### config.mk
export PLATFORM = sky130hd
export DESIGN_NAME = single_wire_bus_master_crc8
export DESIGN_NICKNAME = d
export VERILOG_FILES = /design/src/rtl/core/swb_crc8_pkg.sv /design/src/rtl/core/single_wire_bus_master_crc8.sv
export SDC_FILE = /design/constraint.sdc
export NUM_CORES = 1
export LEC_CHECK = 0
export ABC_AREA = 1
export BUFFER_PORTS_ARGS = -buffer_cell sky130_fd_sc_hd__buf_2
export CAP_MARGIN = 10
export CORE_AREA = 5 5 131 133
export DETAILED_ROUTE_END_ITERATION = 6
export DIE_AREA = 0 0 136 138
export PLACE_DENSITY = 0.8
export SETUP_SLACK_MARGIN = 0.5
export SYNTH_ARGS = -nofsm -noshare
export SYNTH_HDL_FRONTEND = slang
export SYNTH_SLANG_ARGS = --single-unit
### constraint.sdc
create_clock -name clk_i -period 6.35 [get_ports clk_i]
set_input_delay 0.9525 -clock clk_i [delete_from_list [all_inputs] [get_ports clk_i]]
set_output_delay 0.9525 -clock clk_i [all_outputs]
set_load 0.005 [all_outputs]
### src/rtl/core/swb_crc8_pkg.sv
`timescale 1ns / 1ps
// Package for the single-wire bus master: phase and command codes,
// register map, reset values and the CRC-8 byte update. No dependencies.
package swb_crc8_pkg;

  localparam int unsigned TimerBitsDefault = 10;
  localparam int unsigned CfgWidth = 10;
  localparam int unsigned CfgNum = 8;
  localparam int unsigned CfgIdxWidth = 3;

  typedef logic [CfgWidth-1:0] cfg_word_t;
  typedef logic [CfgIdxWidth-1:0] cfg_idx_t;

  localparam cfg_idx_t CfgResetLow = 3'd0;
  localparam cfg_idx_t CfgPresenceWait = 3'd1;
  localparam cfg_idx_t CfgResetRecover = 3'd2;
  localparam cfg_idx_t CfgWriteInit = 3'd3;
  localparam cfg_idx_t CfgWriteSlot = 3'd4;
  localparam cfg_idx_t CfgReadInit = 3'd5;
  localparam cfg_idx_t CfgReadSample = 3'd6;
  localparam cfg_idx_t CfgReadRecover = 3'd7;

  localparam cfg_word_t CfgResetVals [CfgNum] = '{
    10'd500, 10'd80, 10'd500, 10'd8, 10'd80, 10'd5, 10'd24, 10'd40
  };

  localparam logic [7:0] CrcPoly = 8'h8C;

  typedef enum logic [2:0] {
    PH_IDLE      = 3'd0,
    PH_RST_LOW   = 3'd1,
    PH_RST_WAIT  = 3'd2,
    PH_RST_REC   = 3'd3,
    PH_SLOT_INIT = 3'd4,
    PH_SLOT_MID  = 3'd5,
    PH_SLOT_REC  = 3'd6
  } phase_e;

  typedef enum logic [1:0] {
    OP_NONE  = 2'd0,
    OP_RESET = 2'd1,
    OP_WRITE = 2'd2,
    OP_READ  = 2'd3
  } op_e;

  // Reflected CRC-8, LSB first, one byte
  function automatic logic [7:0] crc8_byte(input logic [7:0] crc_in,
                                           input logic [7:0] data_in);
    logic [7:0] crc;
    logic [7:0] data;
    logic       mix;
    crc  = crc_in;
    data = data_in;
    for (int k = 0; k < 8; k++) begin
      mix  = crc[0] ^ data[0];
      crc  = crc >> 1;
      if (mix) begin
        crc = crc ^ CrcPoly;
      end
      data = data >> 1;
    end
    return crc;
  endfunction

endpackage

### src/rtl/core/single_wire_bus_master_crc8.sv
`timescale 1ns / 1ps
// Single-wire bus master with running CRC-8 over bytes read.
// Depends on swb_crc8_pkg.
//
// One input word is one microsecond tick; the block takes a word every clock cycle while
// s_axis_tready is high and returns exactly one registered result word per tick. The phase
// sequencer and its tick timer update in a single pass per word, and results wait in a
// two-word output buffer, so s_axis_tready only drops when both entries are full.
// Commands arriving while a command is running (done tick included) are ignored;
// configuration writes take effect at the next phase load.
module single_wire_bus_master_crc8
  import swb_crc8_pkg::*;
#(
  parameter int unsigned TIMER_BITS = TimerBitsDefault
) (
  input  logic                   clk_i,
  input  logic                   rst_ni,
  // configuration
  input  logic                   cfg_we_i,
  input  logic [CfgIdxWidth-1:0] cfg_idx_i,
  input  logic [CfgWidth-1:0]    cfg_data_i,
  // ticks in
  input  logic                   s_axis_tvalid,
  output logic                   s_axis_tready,
  input  logic [15:0]            s_axis_tdata,  // action[1:0], write_data[9:2], line_in[10]
  // results out
  output logic                   m_axis_tvalid,
  input  logic                   m_axis_tready,
  // drive_low[0], busy_res[1], done_res[2], rx_data[10:3], presence[11], crc_value[19:12]
  output logic [23:0]            m_axis_tdata
);

  typedef logic [TIMER_BITS-1:0] timer_t;

  cfg_word_t  cfg_q [CfgNum];

  phase_e     phase_q, phase_d;
  timer_t     timer_q, timer_d;
  logic [2:0] bit_q, bit_d;
  logic [7:0] shift_q, shift_d;
  op_e        op_q, op_d;
  logic       pres_q, pres_d;
  logic [7:0] crc_q, crc_d;
  logic [7:0] rdres_q, rdres_d;
  logic       drive, busy, done, last;

  logic        out_valid_q, skid_valid_q;
  logic [23:0] out_data_q, skid_data_q;
  logic [23:0] res_data;
  logic        in_acc, out_acc;

  op_e        action;
  logic [7:0] wdata;
  logic       line;

  function automatic timer_t load_f(input cfg_word_t v);
    return TIMER_BITS'(v);
  endfunction

  assign action = op_e'(s_axis_tdata[1:0]);
  assign wdata  = s_axis_tdata[9:2];
  assign line   = s_axis_tdata[10];

  assign s_axis_tready = !skid_valid_q;
  assign in_acc        = s_axis_tvalid && s_axis_tready;
  assign out_acc       = out_valid_q && m_axis_tready;
  assign m_axis_tvalid = out_valid_q;
  assign m_axis_tdata  = out_data_q;

  always_ff @(posedge clk_i or negedge rst_ni) begin
    if (!rst_ni) begin
      for (int i = 0; i < CfgNum; i++) begin
        cfg_q[i] <= CfgResetVals[i];
      end
    end else if (cfg_we_i) begin
      cfg_q[cfg_idx_i] <= cfg_data_i;
    end
  end

  always_comb begin
    phase_d = phase_q;
    timer_d = timer_q;
    bit_d   = bit_q;
    shift_d = shift_q;
    op_d    = op_q;
    pres_d  = pres_q;
    crc_d   = crc_q;
    rdres_d = rdres_q;
    drive   = 1'b0;
    busy    = 1'b0;
    done    = 1'b0;
    last    = 1'b0;

    if (phase_q == PH_IDLE && action != OP_NONE) begin
      op_d  = action;
      bit_d = 3'd0;
      if (action == OP_RESET) begin
        crc_d   = 8'd0;
        phase_d = PH_RST_LOW;
        timer_d = load_f(cfg_q[CfgResetLow]);
      end else begin
        shift_d = (action == OP_WRITE) ? wdata : 8'd0;
        phase_d = PH_SLOT_INIT;
        timer_d = load_f((action == OP_WRITE) ? cfg_q[CfgWriteInit] : cfg_q[CfgReadInit]);
      end
    end

    if (phase_d != PH_IDLE) begin
      busy = 1'b1;
      last = (timer_d <= timer_t'(1));
      if (!last) begin
        timer_d = timer_d - timer_t'(1);
      end
      case (phase_d)
        PH_RST_LOW: begin
          drive = 1'b1;
          if (last) begin
            phase_d = PH_RST_WAIT;
            timer_d = load_f(cfg_q[CfgPresenceWait]);
          end
        end
        PH_RST_WAIT: begin
          if (last) begin
            pres_d  = ~line;
            phase_d = PH_RST_REC;
            timer_d = load_f(cfg_q[CfgResetRecover]);
          end
        end
        PH_RST_REC: begin
          if (last) begin
            phase_d = PH_IDLE;
            timer_d = '0;
            done    = 1'b1;
          end
        end
        PH_SLOT_INIT: begin
          drive = 1'b1;
          if (last) begin
            phase_d = PH_SLOT_MID;
            timer_d = load_f((op_d == OP_WRITE) ? cfg_q[CfgWriteSlot] : cfg_q[CfgReadSample]);
          end
        end
        PH_SLOT_MID: begin
          if (op_d == OP_WRITE) begin
            drive = ~shift_d[bit_d];
            if (last) begin
              phase_d = PH_SLOT_REC;
              timer_d = load_f(cfg_q[CfgWriteInit]);
            end
          end else if (last) begin
            shift_d = {line, shift_d[7:1]};
            phase_d = PH_SLOT_REC;
            timer_d = load_f(cfg_q[CfgReadRecover]);
          end
        end
        PH_SLOT_REC: begin
          if (last) begin
            if (bit_d == 3'd7) begin
              if (op_d == OP_READ) begin
                rdres_d = shift_d;
                crc_d   = crc8_byte(crc_d, shift_d);
              end
              phase_d = PH_IDLE;
              timer_d = '0;
              bit_d   = 3'd0;
              done    = 1'b1;
            end else begin
              bit_d   = bit_d + 3'd1;
              phase_d = PH_SLOT_INIT;
              timer_d = load_f((op_d == OP_WRITE) ? cfg_q[CfgWriteInit] : cfg_q[CfgReadInit]);
            end
          end
        end
        default: begin
          phase_d = PH_IDLE;
          timer_d = '0;
          busy    = 1'b0;
        end
      endcase
    end
  end

  assign res_data = {4'd0, crc_d, pres_d, rdres_d, done, busy, drive};

  always_ff @(posedge clk_i or negedge rst_ni) begin
    if (!rst_ni) begin
      phase_q <= PH_IDLE;
      timer_q <= '0;
      bit_q   <= 3'd0;
      shift_q <= 8'd0;
      op_q    <= OP_NONE;
      pres_q  <= 1'b0;
      crc_q   <= 8'd0;
      rdres_q <= 8'd0;
    end else if (in_acc) begin
      phase_q <= phase_d;
      timer_q <= timer_d;
      bit_q   <= bit_d;
      shift_q <= shift_d;
      op_q    <= op_d;
      pres_q  <= pres_d;
      crc_q   <= crc_d;
      rdres_q <= rdres_d;
    end
  end

  // two-word output buffer
  always_ff @(posedge clk_i or negedge rst_ni) begin
    if (!rst_ni) begin
      out_valid_q  <= 1'b0;
      skid_valid_q <= 1'b0;
    end else begin
      if (!out_valid_q || out_acc) begin
        out_valid_q  <= skid_valid_q || in_acc;
        skid_valid_q <= skid_valid_q && in_acc;
      end else if (in_acc) begin
        skid_valid_q <= 1'b1;
      end
    end
  end

  always_ff @(posedge clk_i) begin
    if (!out_valid_q || out_acc) begin
      out_data_q <= skid_valid_q ? skid_data_q : res_data;
      if (skid_valid_q && in_acc) begin
        skid_data_q <= res_data;
      end
    end else if (in_acc) begin
      skid_data_q <= res_data;
    end
  end

endmodule
* Yosys cells after proc, flatten, opt, wreduce, memory -nomap -nowiden *
Index checks and enable logic that the tools add are counted.
Widths: inputs -> output; s select.

word-level totals
  logic and storage cells = 193
  input port bits = 34
  bits in latches = 0
  register bits = 173
  RAM bits = 0
  memories kept = 0
  ROM bits = 0
  output and inout port bits = 26

operators by class
  equal/unequal tests = 12
  divide/modulo/power cells = 0
  shift-type cells = 0
  add/subtract/negate cells = 2
  bitwise gates (word level) = 19
  mux-type cells = 119
  $mul = 0
  reduce and logical (&&, ||, !) cells = 16
  $lt $le $gt $ge = 4

operators with widths
  cell                   number
  $mux 8                 62
  $mux 10                16
  $bwmux 80              1
  $mux 24                3
  $pmux 10 s6            1
  $mux 3                 15
  $demux 10 s3           1
  $not 2->3              8
  $mux 20                1
  $pmux 3 s6             1
  $mux 1                 14
  $eq 3x3->1 const B     4
  $le 10x1->1 const B    1
  $sub 10x1->10 const B  1
  $xor 1x1->1            8
  $eq 2x2->1 const B     3
  $eq 3x2->1 const B     2
  $reduce_or 6->1        1
  $logic_and 1x1->1      5
  $ge 4x4->1 const B     1
  $lt 3x4->1 const B     1
  $lt 4x1->1 const B     1
  $not 3->4              1
  $pmux 1 s2             2
  14 further kinds       18

* Longest topological paths before layout *
Gate-level depths: netlist of run 1.

  word-level depth = 62
  gate-level depth with buffers = 20
  depth with buffers taken out = 19

* Least setup slack after synthesis of run 1 *
No wires, ideal clock.

  kind = input-to-reg
  start point = input s_axis_tdata[1]
  end point = register timer_q[6]
  setup slack = 3,488 ps
  arrival time = 2,784 ps
  data required time = 6,273 ps
  cell stages on the path = 15
  buffers on the path = 1
  cells stage by stage = nor2_1 -> nor2_4 -> inv_2 -> buf_6 -> nand2_1 -> inv_1 -> ha_1 -> ha_1 -> nor2_1 -> inv_1 -> a21oi_1 -> a21oi_1 -> nand2_1 -> nand2_1 -> a21oi_1

on the way
  cells in the longest elaborated chain, start to end = 9

ends and longest elaborated chain
  item                                             line                                                                                                        source
  start, declared                                  single_wire_bus_master_crc8.sv:25                                                                           input logic [15:0] s_axis_tdata,
  $eq 2x2->1 or $reduce_bool 2->1 (tied branches)  single_wire_bus_master_crc8.sv:104, single_wire_bus_master_crc8.sv:94
  $mux 10 or $logic_and 1x1->1 (tied branches)     single_wire_bus_master_crc8.sv:104, single_wire_bus_master_crc8.sv:94
  $mux 10 or $mux 2 (tied branches)                single_wire_bus_master_crc8.sv:97, single_wire_bus_master_crc8.sv:94
  $mux 10 or $eq 2x2->1 (tied branches)            --
  $sub 10x1->10, or another cell as far along      single_wire_bus_master_crc8.sv:112                                                                          timer_d = timer_d - timer_t'(1);
  $mux 10, on equally long branches                single_wire_bus_master_crc8.sv:150, single_wire_bus_master_crc8.sv:146, single_wire_bus_master_crc8.sv:158
  $mux 10, on equally long branches                single_wire_bus_master_crc8.sv:144, single_wire_bus_master_crc8.sv:157
  $pmux 10 s6                                      single_wire_bus_master_crc8.sv:114                                                                          case (phase_d)
  $mux 10 (*)                                      single_wire_bus_master_crc8.sv:108                                                                          if (phase_d != PH_IDLE) begin
  end signal, assigned                             single_wire_bus_master_crc8.sv:197                                                                          timer_q <= timer_d;
  end, declared                                    single_wire_bus_master_crc8.sv:38                                                                           timer_t timer_q, timer_d;

Every way passes the cells marked *; elsewhere a longest branch is shown, timed or not.
A chain may end at the register's enable or synchronous reset.

* Worst setup path in the final report of run 1 *
  start point = input s_axis_tdata[1]
  end point = register shift_q[1]

on the way
  cells in the longest elaborated chain, start to end = 9

ends and longest elaborated chain
  item                  line                                                                    source
  $eq 2x2->1            single_wire_bus_master_crc8.sv:102, single_wire_bus_master_crc8.sv:104
  $mux 10               single_wire_bus_master_crc8.sv:104                                      timer_d = load_f((action == OP_WRITE) ? cfg_q[CfgWriteInit] : cfg_q[CfgReadInit]);
  $mux 10               single_wire_bus_master_crc8.sv:97                                       if (action == OP_RESET) begin
  $mux 10               single_wire_bus_master_crc8.sv:94                                       if (phase_q == PH_IDLE && action != OP_NONE) begin
  $le 10x1->1           single_wire_bus_master_crc8.sv:110                                      last = (timer_d <= timer_t'(1));
  $mux 8                single_wire_bus_master_crc8.sv:150                                      end else if (last) begin
  $mux 8                single_wire_bus_master_crc8.sv:144                                      if (op_d == OP_WRITE) begin
  $mux 8                single_wire_bus_master_crc8.sv:114
  $mux 8 (*)            single_wire_bus_master_crc8.sv:108
  end signal, assigned  single_wire_bus_master_crc8.sv:199                                      shift_q <= shift_d;
  end, declared         single_wire_bus_master_crc8.sv:40                                       logic [7:0] shift_q, shift_d;

Marks and branches as above.

==> flow_metrics.py, run 1 <==
metrics = {
    "pwr": {
        "ir_drop_uv": 234,
        "power.density_nw_per_um2": 432,
        "leakage_nw": 4.61,
    },
    "finish": {
        "multi_input_area_um2": 3560,
        "mostFrequentLayoutCells": "339 x nand2_1, 136 x o21ai_0, 102 x dfrtp_1, 96 x nor2_1, 95 x inv_1",
        "drive_gt1_share_pct": 13.0,
        "fill_cells": 1409,
        "nets": 1153,
        "area_delta_synth_final_pct": 10.5,
        "n_antenna_cell": 0,
        "finish.utilization_pct": 60.0,
        "seqCellArea_um2": 4360,
        "final_common_cell": "nand2_1",
    },
    "timing": {
        "rsz0062_at_grt": "false",
        "fin_tns_setup_ns": 0,
        "drv_slew": 0,
        "period_needed_ns": 3.97,
        "finalSetupViolCount": 0,
        "hold_violations": 0,
        "worst_pin_slew_ns": 1.15,
        "setup_ws_ns": 2.38,
        "max_clock_freq_mhz": 252,
        "skew_ns": 0.0103,
        "max-slew-margin-rel_pct": 23.2,
        "finalCritPeriodShare_pct": 62.5,
    },
    "floorplan": {
        "die_area_um2": 18800,
        "die_w_um": 136,
        "start_util_pct": 54.3,
        "row_count": 46,
        "ios": 60,
        "core_um2": 15700,
        "die_y_um": 138,
    },
    "synthesis": {
        "synth_area_um2": 8540,
        "yosysTopAreaCell": "dfrtp_1",
        "synth_area_leaders": "dfrtp_1 30%, nand2_1 15%, edfxtp_1 14%, o21ai_0 8.0%, dfstp_2 7.1%",
        "synth_warnings": 0,
        "ys_types": 41,
        "synth_seq_cells": 165,
        "yosysSeqAreaShare_pct": 51.0,
        "synth.avg_cell_area_um2": 7.85,
        "syn_inst": 1087,
        "synth_enable_flop_cells": 40,
        "synth_top_area_share_pct": 29.9,
        "ys.flop_type": "dfrtp_1",
        "synthArstFlopShare_pct": 75.8,
    },
    "routing": {
        "drc_errors": 0,
        "vias_per_cell": 5.36,
        "dr.pass1.iters": 6,
        "drtIter0Drc": 605,
        "via_count": 7209,
        "wl_per_cell_um": 15.1,
        "routed_wl_mm": 20.3,
        "ant_nets": 0,
    },
    "critical_path": {
        "start_kind": "primary input",
        "crit_arrival_ns": 4.26,
        "critPathSlowestCell": "nand2_1",
        "endpoint": "shift_q[1]",
        "critical_path_class": "in -> reg",
        "reg2reg_to": "timer_q[4]",
        "worst_setup_path_end_kind": "flop",
        "r2r_start": "phase_q[1]",
        "path_max_fanout": 32,
        "startpoint": "s_axis_tdata[1]",
        "cp.required_ns": 6.64,
        "path_cells": "buf_2 > inv_1 > nand3_2 > o21ai_0 > inv_1 > nand2_1 > inv_1 > nor2_4 > inv_2 > nor2_4 > inv_2 > nor2_1 > o22ai_1",
        "r2r_cells": 15,
        "cpPeakStageDelay_ns": 0.79,
        "rrSetupSlack_ns": 2.51,
        "cp_common_cell": "inv_1",
    },
    "placed_design": {
        "gp_congestion": 0.940,
        "dp_hpwl_mm": 13.8,
        "pre_cts_ws_ns": 1.90,
        "port_buffers": 50,
    },
    "clock_tree": {
        "insertion_delay_ns": 0.43,
        "clk_path_buf_depth": 2,
        "cts-htree-levels": 4,
        "root_buffer": "clkbuf_16",
        "cts-buffers-inserted": 17,
        "cts_sinks": 165,
        "tritoncts": "yes",
        "cts_resized": 0,
        "cts_setup_buffers": 0,
        "cts_hold_buffers": 0,
        "clkTransAtPathRegs_ns": 0.06,
    },
    "global_routing": {
        "grt_pass1_wl_mm": 33.4,
        "antenna_found_initial": 0,
        "overflow": 0,
        "grt_max_degree": 73,
        "grt_pass1_vias": 6767,
        "grt_usage_pct": 22.2,
    },
    "status": {
        "status": "finished clean",
    },
    "job": {
        "drv_cap": 0,
    },
    "min_path": {
        "min_path_type": "reg -> reg",
    },
}
==> Yosys cell counts (all sizes together), types with 4 or more instances <==
| library cell | n |
|---|---|
| nand4 | 5 |
| clkbuf | 32 |
| nand3 | 56 |
| a21oi | 49 |
| nand3b | 5 |
| buf | 18 |
| edfxtp | 40 |
| xor2 | 5 |
| and2 | 4 |
| nand2 | 343 |
| nor2 | 103 |
| o22ai | 6 |
| a22oi | 10 |
| inv | 103 |
| o21ai | 158 |
| nor3 | 7 |
| dfstp | 23 |
| dfrtp | 102 |
==> worst max-delay path, delay by kind of cell <==
family          cells  cell delay, ns
buf+inv             6            1.02
compound gates      2            0.38
simple gates        5            1.90
==> how the worst min path moves through the flow <==
| stage | start | end | slack (ns) | cells after the start |
|---|---|---|---|---|
| CTS | crc_q[5] | crc_q[5] | 0.48 | 2 |
| finish | cfg_q[32] | cfg_q[32] | 0.48 | 2 |
| global placement | cfg_q[39] | cfg_q[39] | 0.46 | 2 |
| global route | cfg_q[54] | cfg_q[54] | 0.51 | 2 |
| floorplan | cfg_q[30] | cfg_q[30] | 0.45 | 2 |
| detailed placement | cfg_q[37] | cfg_q[37] | 0.47 | 2 |
==> per-layer routing <==
layer  GRT usage (%)  routed length (um)
met3            4.32                1180
met4            7.32                 407
met2            36.0               10000
met5               0                   0
met1            30.0                8720
==> power breakdown <==
| part | switching [W] | total, W | internal (W) |
|---|---|---|---|
| combinational | 0.00117 | 0.00167 | 0.000502 |
| clock | 0.000416 | 0.000949 | 0.000533 |
| sequential | 0.000116 | 0.00146 | 0.00134 |
==> flip-flops by register name (all words and copies together), names as in the netlist <==
name / flops
rdres_q: 8
shift_q: 8
op_q: 2
crc_q: 8
bit_q: 3
timer_q: 10
m_axis_tvalid: 1
m_axis_tdata: 20
phase_q: 3
skid_valid_q: 1
pres_q: 1
cfg_q: 80
skid_data_q: 20
==> kinds of logic (layout without fill, tap and decap cells) <==
kind of cell	after synthesis	count (layout)	share of synthesized area (%)
other cells	1	4	0.0439
mux	1	1	0.132
fa+ha+maj	3	3	0.440
simple gates	524	524	25.6
xor+xnor	8	8	0.821
flops	165	165	51.0
buf+inv	156	195	7.40
compound gates	229	229	14.5
==> area by class of cell <==
type / count / area share [%]
clock buffer: 25 / 5.16
timing repair buffer: 57 / 3.28
multi-input combinational: 769 / 37.8
inverter: 106 / 4.22
clock inverter: 7 / 0.504
sequential: 165 / 46.2
tap: 216 / 2.87
==> metrics by stage <==
step / hold slack (ns) / cells / power (W) / instance area [um^2]
2_1_floorplan: 0.448 / 1090 / 0.00270 / 8550
6_report: 0.481 / 1345 / 0.00407 / 9430
4_1_cts: 0.482 / 1344 / 0.00406 / 9420
3_5_place_dp: 0.468 / 1312 / 0.00310 / 8890
5_1_grt: 0.510 / 1345 / 0.00436 / 9430
3_3_place_gp: 0.460 / 1312 / 0.00306 / 8890
Note: power is estimated with default switching activity, not from simulation.
==> run 2, diff against run 1 <==
ABC_AREA = 0   (was 1)
CORE_AREA = 5 5 133 135   (was 5 5 131 133)
DIE_AREA = 0 0 138 140   (was 0 0 136 138)
clock period = 3.7 ns   (was 6.35 ns; I/O delays follow)
==> flow_metrics.py, run 2 <==
metrics = {
    "synthesis": {
        "yosysSeqAreaShare_pct": 49.4,
        "synth_enable_flop_cells": 40,
        "ys.flop_type": "dfrtp_1",
        "synthSimpleGateAreaFrac_pct": 12.8,
        "synthArstFlopShare_pct": 75.8,
        "synth_top_area_share_pct": 29.0,
        "yosysMostFrequentCell": "mux2_2",
        "yosysTopAreaCell": "dfrtp_1",
        "synth_warnings": 0,
        "synth_area_um2": 8810,
        "syn_inst": 792,
        "synth-compound-area-share_pct": 14.4,
        "synth_top_family_by_area": "multiplexers",
        "muxShareOfSynthArea_pct": 15.3,
        "synth_fa_ha_area_share_pct": 0.426,
        "ys_types": 77,
        "synth-xor-area-share_pct": 3.76,
        "synth.top_cells.by_count": "103 x mux2_2, 102 x dfrtp_1, 81 x nand2_1",
        "synth.avg_cell_area_um2": 11.1,
        "synth_area_leaders": "dfrtp_1 29%, edfxtp_1 14%, mux2_2 13%, dfstp_2 6.9%, nand2_1 3.4%",
        "synth_seq_cells": 165,
    },
    "routing": {
        "dr.pass1.iters": 5,
        "via_count": 6588,
        "routed_wl_mm": 20.8,
        "drtIter0Drc": 593,
        "drc_errors": 0,
        "ant_nets": 0,
        "vias_per_cell": 5.99,
        "wl_per_cell_um": 18.9,
    },
    "global_routing": {
        "overflow": 0,
        "grt_pass1_vias": 6556,
        "grt_pass1_wl_mm": 33.8,
        "grt_usage_pct": 21.5,
        "antenna_found_initial": 0,
        "grt_max_degree": 66,
    },
    "finish": {
        "regMostFlops": "cfg_q",
        "nets": 903,
        "fill_cells": 1305,
        "n_antenna_cell": 0,
        "mostFrequentLayoutCells": "103 x mux2_2, 100 x dfrtp_1, 81 x nand2_1, 57 x buf_4, 49 x buf_2",
        "area_delta_synth_final_pct": 15.0,
        "finish.utilization_pct": 62.0,
        "instances_no_fill": 1099,
        "final_common_cell": "mux2_2",
        "largest_reg_flops": 80,
        "drive_gt1_share_pct": 34.0,
        "design_area_um2": 10100,
    },
    "clock_tree": {
        "insertion_delay_ns": 0.43,
        "root_buffer": "clkbuf_16",
        "tritoncts": "yes",
        "cts_hold_buffers": 0,
        "clk_path_buf_depth": 2,
        "cts-buffers-inserted": 17,
        "clkTransAtPathRegs_ns": 0.07,
        "cts-htree-levels": 4,
        "cts_sinks": 165,
    },
    "critical_path": {
        "critical_path_class": "reg -> reg",
        "cp.required_ns": 3.89,
        "start_kind": "flop",
        "worst_setup_path_end_kind": "flop",
        "crit_arrival_ns": 3.29,
        "path_max_fanout": 14,
    },
    "timing": {
        "whs_ns": 0.215,
        "worst_pin_slew_ns": 0.913,
        "hold_violations": 0,
        "drv_slew": 0,
        "rsz0062_at_grt": "true",
        "fin_tns_setup_ns": 0,
        "finalSetupViolCount": 0,
        "max_clock_freq_mhz": 322,
        "skew_ns": 0.00945,
        "max-slew-margin-rel_pct": 38.7,
        "period_needed_ns": 3.11,
        "finalCritPeriodShare_pct": 83.9,
    },
    "placed_design": {
        "placed_area_um2": 9390,
        "dp_cells": 1049,
        "port_buffers": 50,
        "dp_hpwl_mm": 14.1,
        "gp_congestion": 0.912,
    },
    "pwr": {
        "ir_drop_uv": 345,
        "leakage_nw": 4.13,
        "power.density_nw_per_um2": 569,
    },
    "min_path": {
        "min_path_type": "in -> async",
    },
    "floorplan": {
        "core_um2": 16300,
        "start_util_pct": 53.9,
        "row_count": 47,
        "die_area_um2": 19300,
        "die_y_um": 140,
        "die_w_um": 138,
        "ios": 60,
    },
    "job": {
        "drv_cap": 0,
    },
    "status": {
        "status": "finished clean",
    },
}
==> run 2: cell count changes in the layout (fill, tap and decap cells not counted), moves of 19 or more <==
| cell | previous run | this run |
|---|---|---|
| o21ai_0 | 136 | 47 |
| inv_1 | 95 | 9 |
| nor2_1 | 96 | 31 |
| nand2_1 | 339 | 81 |
| nand3_1 | 51 | 17 |
| mux2_2 | 1 | 103 |
| buf_4 | 7 | 57 |
| mux2i_1 | 0 | 19 |
| o211ai_1 | 3 | 23 |
==> run 2: per-layer routing <==
layer	wire [um]	share of wire, %	GRT usage (%)
met5	0	0	0
met4	455	2.2	7.44
met3	1400	6.7	4.84
met2	10300	50	36.2
met1	8630	42	27.6
==> run 2: through the flow <==
step	power (W)	worst slack, ns
floorplan	0.00351	0.523
global placement	0.00388	0.216
global route	0.00604	0.447
finish	0.00576	0.595
CTS	0.00570	0.550
detailed placement	0.00394	0.166
==> run 2: worst max-delay path, cell delays in order, from the launching register on <==
cell and delay (ns):
dfrtp_2 0.48, buf_4 0.16, or3_4 0.47, nand2_1 0.13, o211ai_1 0.17, nor4_4 0.35, buf_4 0.19, and3_1 0.20
buf_4 0.19, nand2_1 0.08, mux2i_1 0.16, mux2_2 0.28
==> run 2: cell type report <==
| cell class | instances | area [um^2] | share of cell area (%) |
|---|---|---|---|
| Clock buffer | 18 | 429 | 4.24 |
| Timing Repair Buffer | 108 | 713 | 7.04 |
| Inverter | 9 | 33.8 | 0.333 |
| Multi-Input combinational cell | 565 | 4170 | 41.2 |
| Tap cell | 220 | 275 | 2.72 |
| Sequential cell | 165 | 4360 | 43.0 |
| Clock inverter | 14 | 149 | 1.47 |
==> run 2: final timing paths <==
| kind | slack [ns] | start | end | cells after the start |
|---|---|---|---|---|
| min | 0.22 | rst_ni | cfg_q[35] | 1 |
| min reg2reg | 0.48 | rdres_q[6] | rdres_q[6] | 2 |
| max | 0.59 | phase_q[0] | m_axis_tdata[11] | 11 |
| max reg2reg | 0.59 | phase_q[0] | m_axis_tdata[11] | 11 |
| max in group asynchronous | 2.63 | rst_ni | cfg_q[77] | 2 |
| min in group clk_i | 0.37 | s_axis_tvalid | m_axis_tvalid | 3 |
==> run 2: timing repair <==
item,in CTS,in global routing
pin swaps,0,5
resized for setup,3,6
gates cloned,0,1
endpoints found under the setup margin,10,26
endpoints found under the hold margin,0,0
buffers inserted,0,17
==> run 2: logic make-up (layout without fill, tap and decap cells) <==
family,after synthesis,after routing
flip-flops,165,165
AND/OR/NAND/NOR,211,212
other,1,4
adder cells (fa/ha/maj),3,3
multiplexers,122,122
AO/OA/AOI/OAI,192,192
buffers and inverters,66,149
XOR/XNOR,32,32
==> run 2: where the power goes <==
group | leakage (nW) | internal, W | switching, W | total, W
clock network | 0.277 | 0.000998 | 0.000745 | 0.00174
registers | 1.86 | 0.00221 | 0.000196 | 0.00241
logic | 1.99 | 0.000747 | 0.000865 | 0.00161
total | 4.13 | 0.00396 | 0.00181 | 0.00576
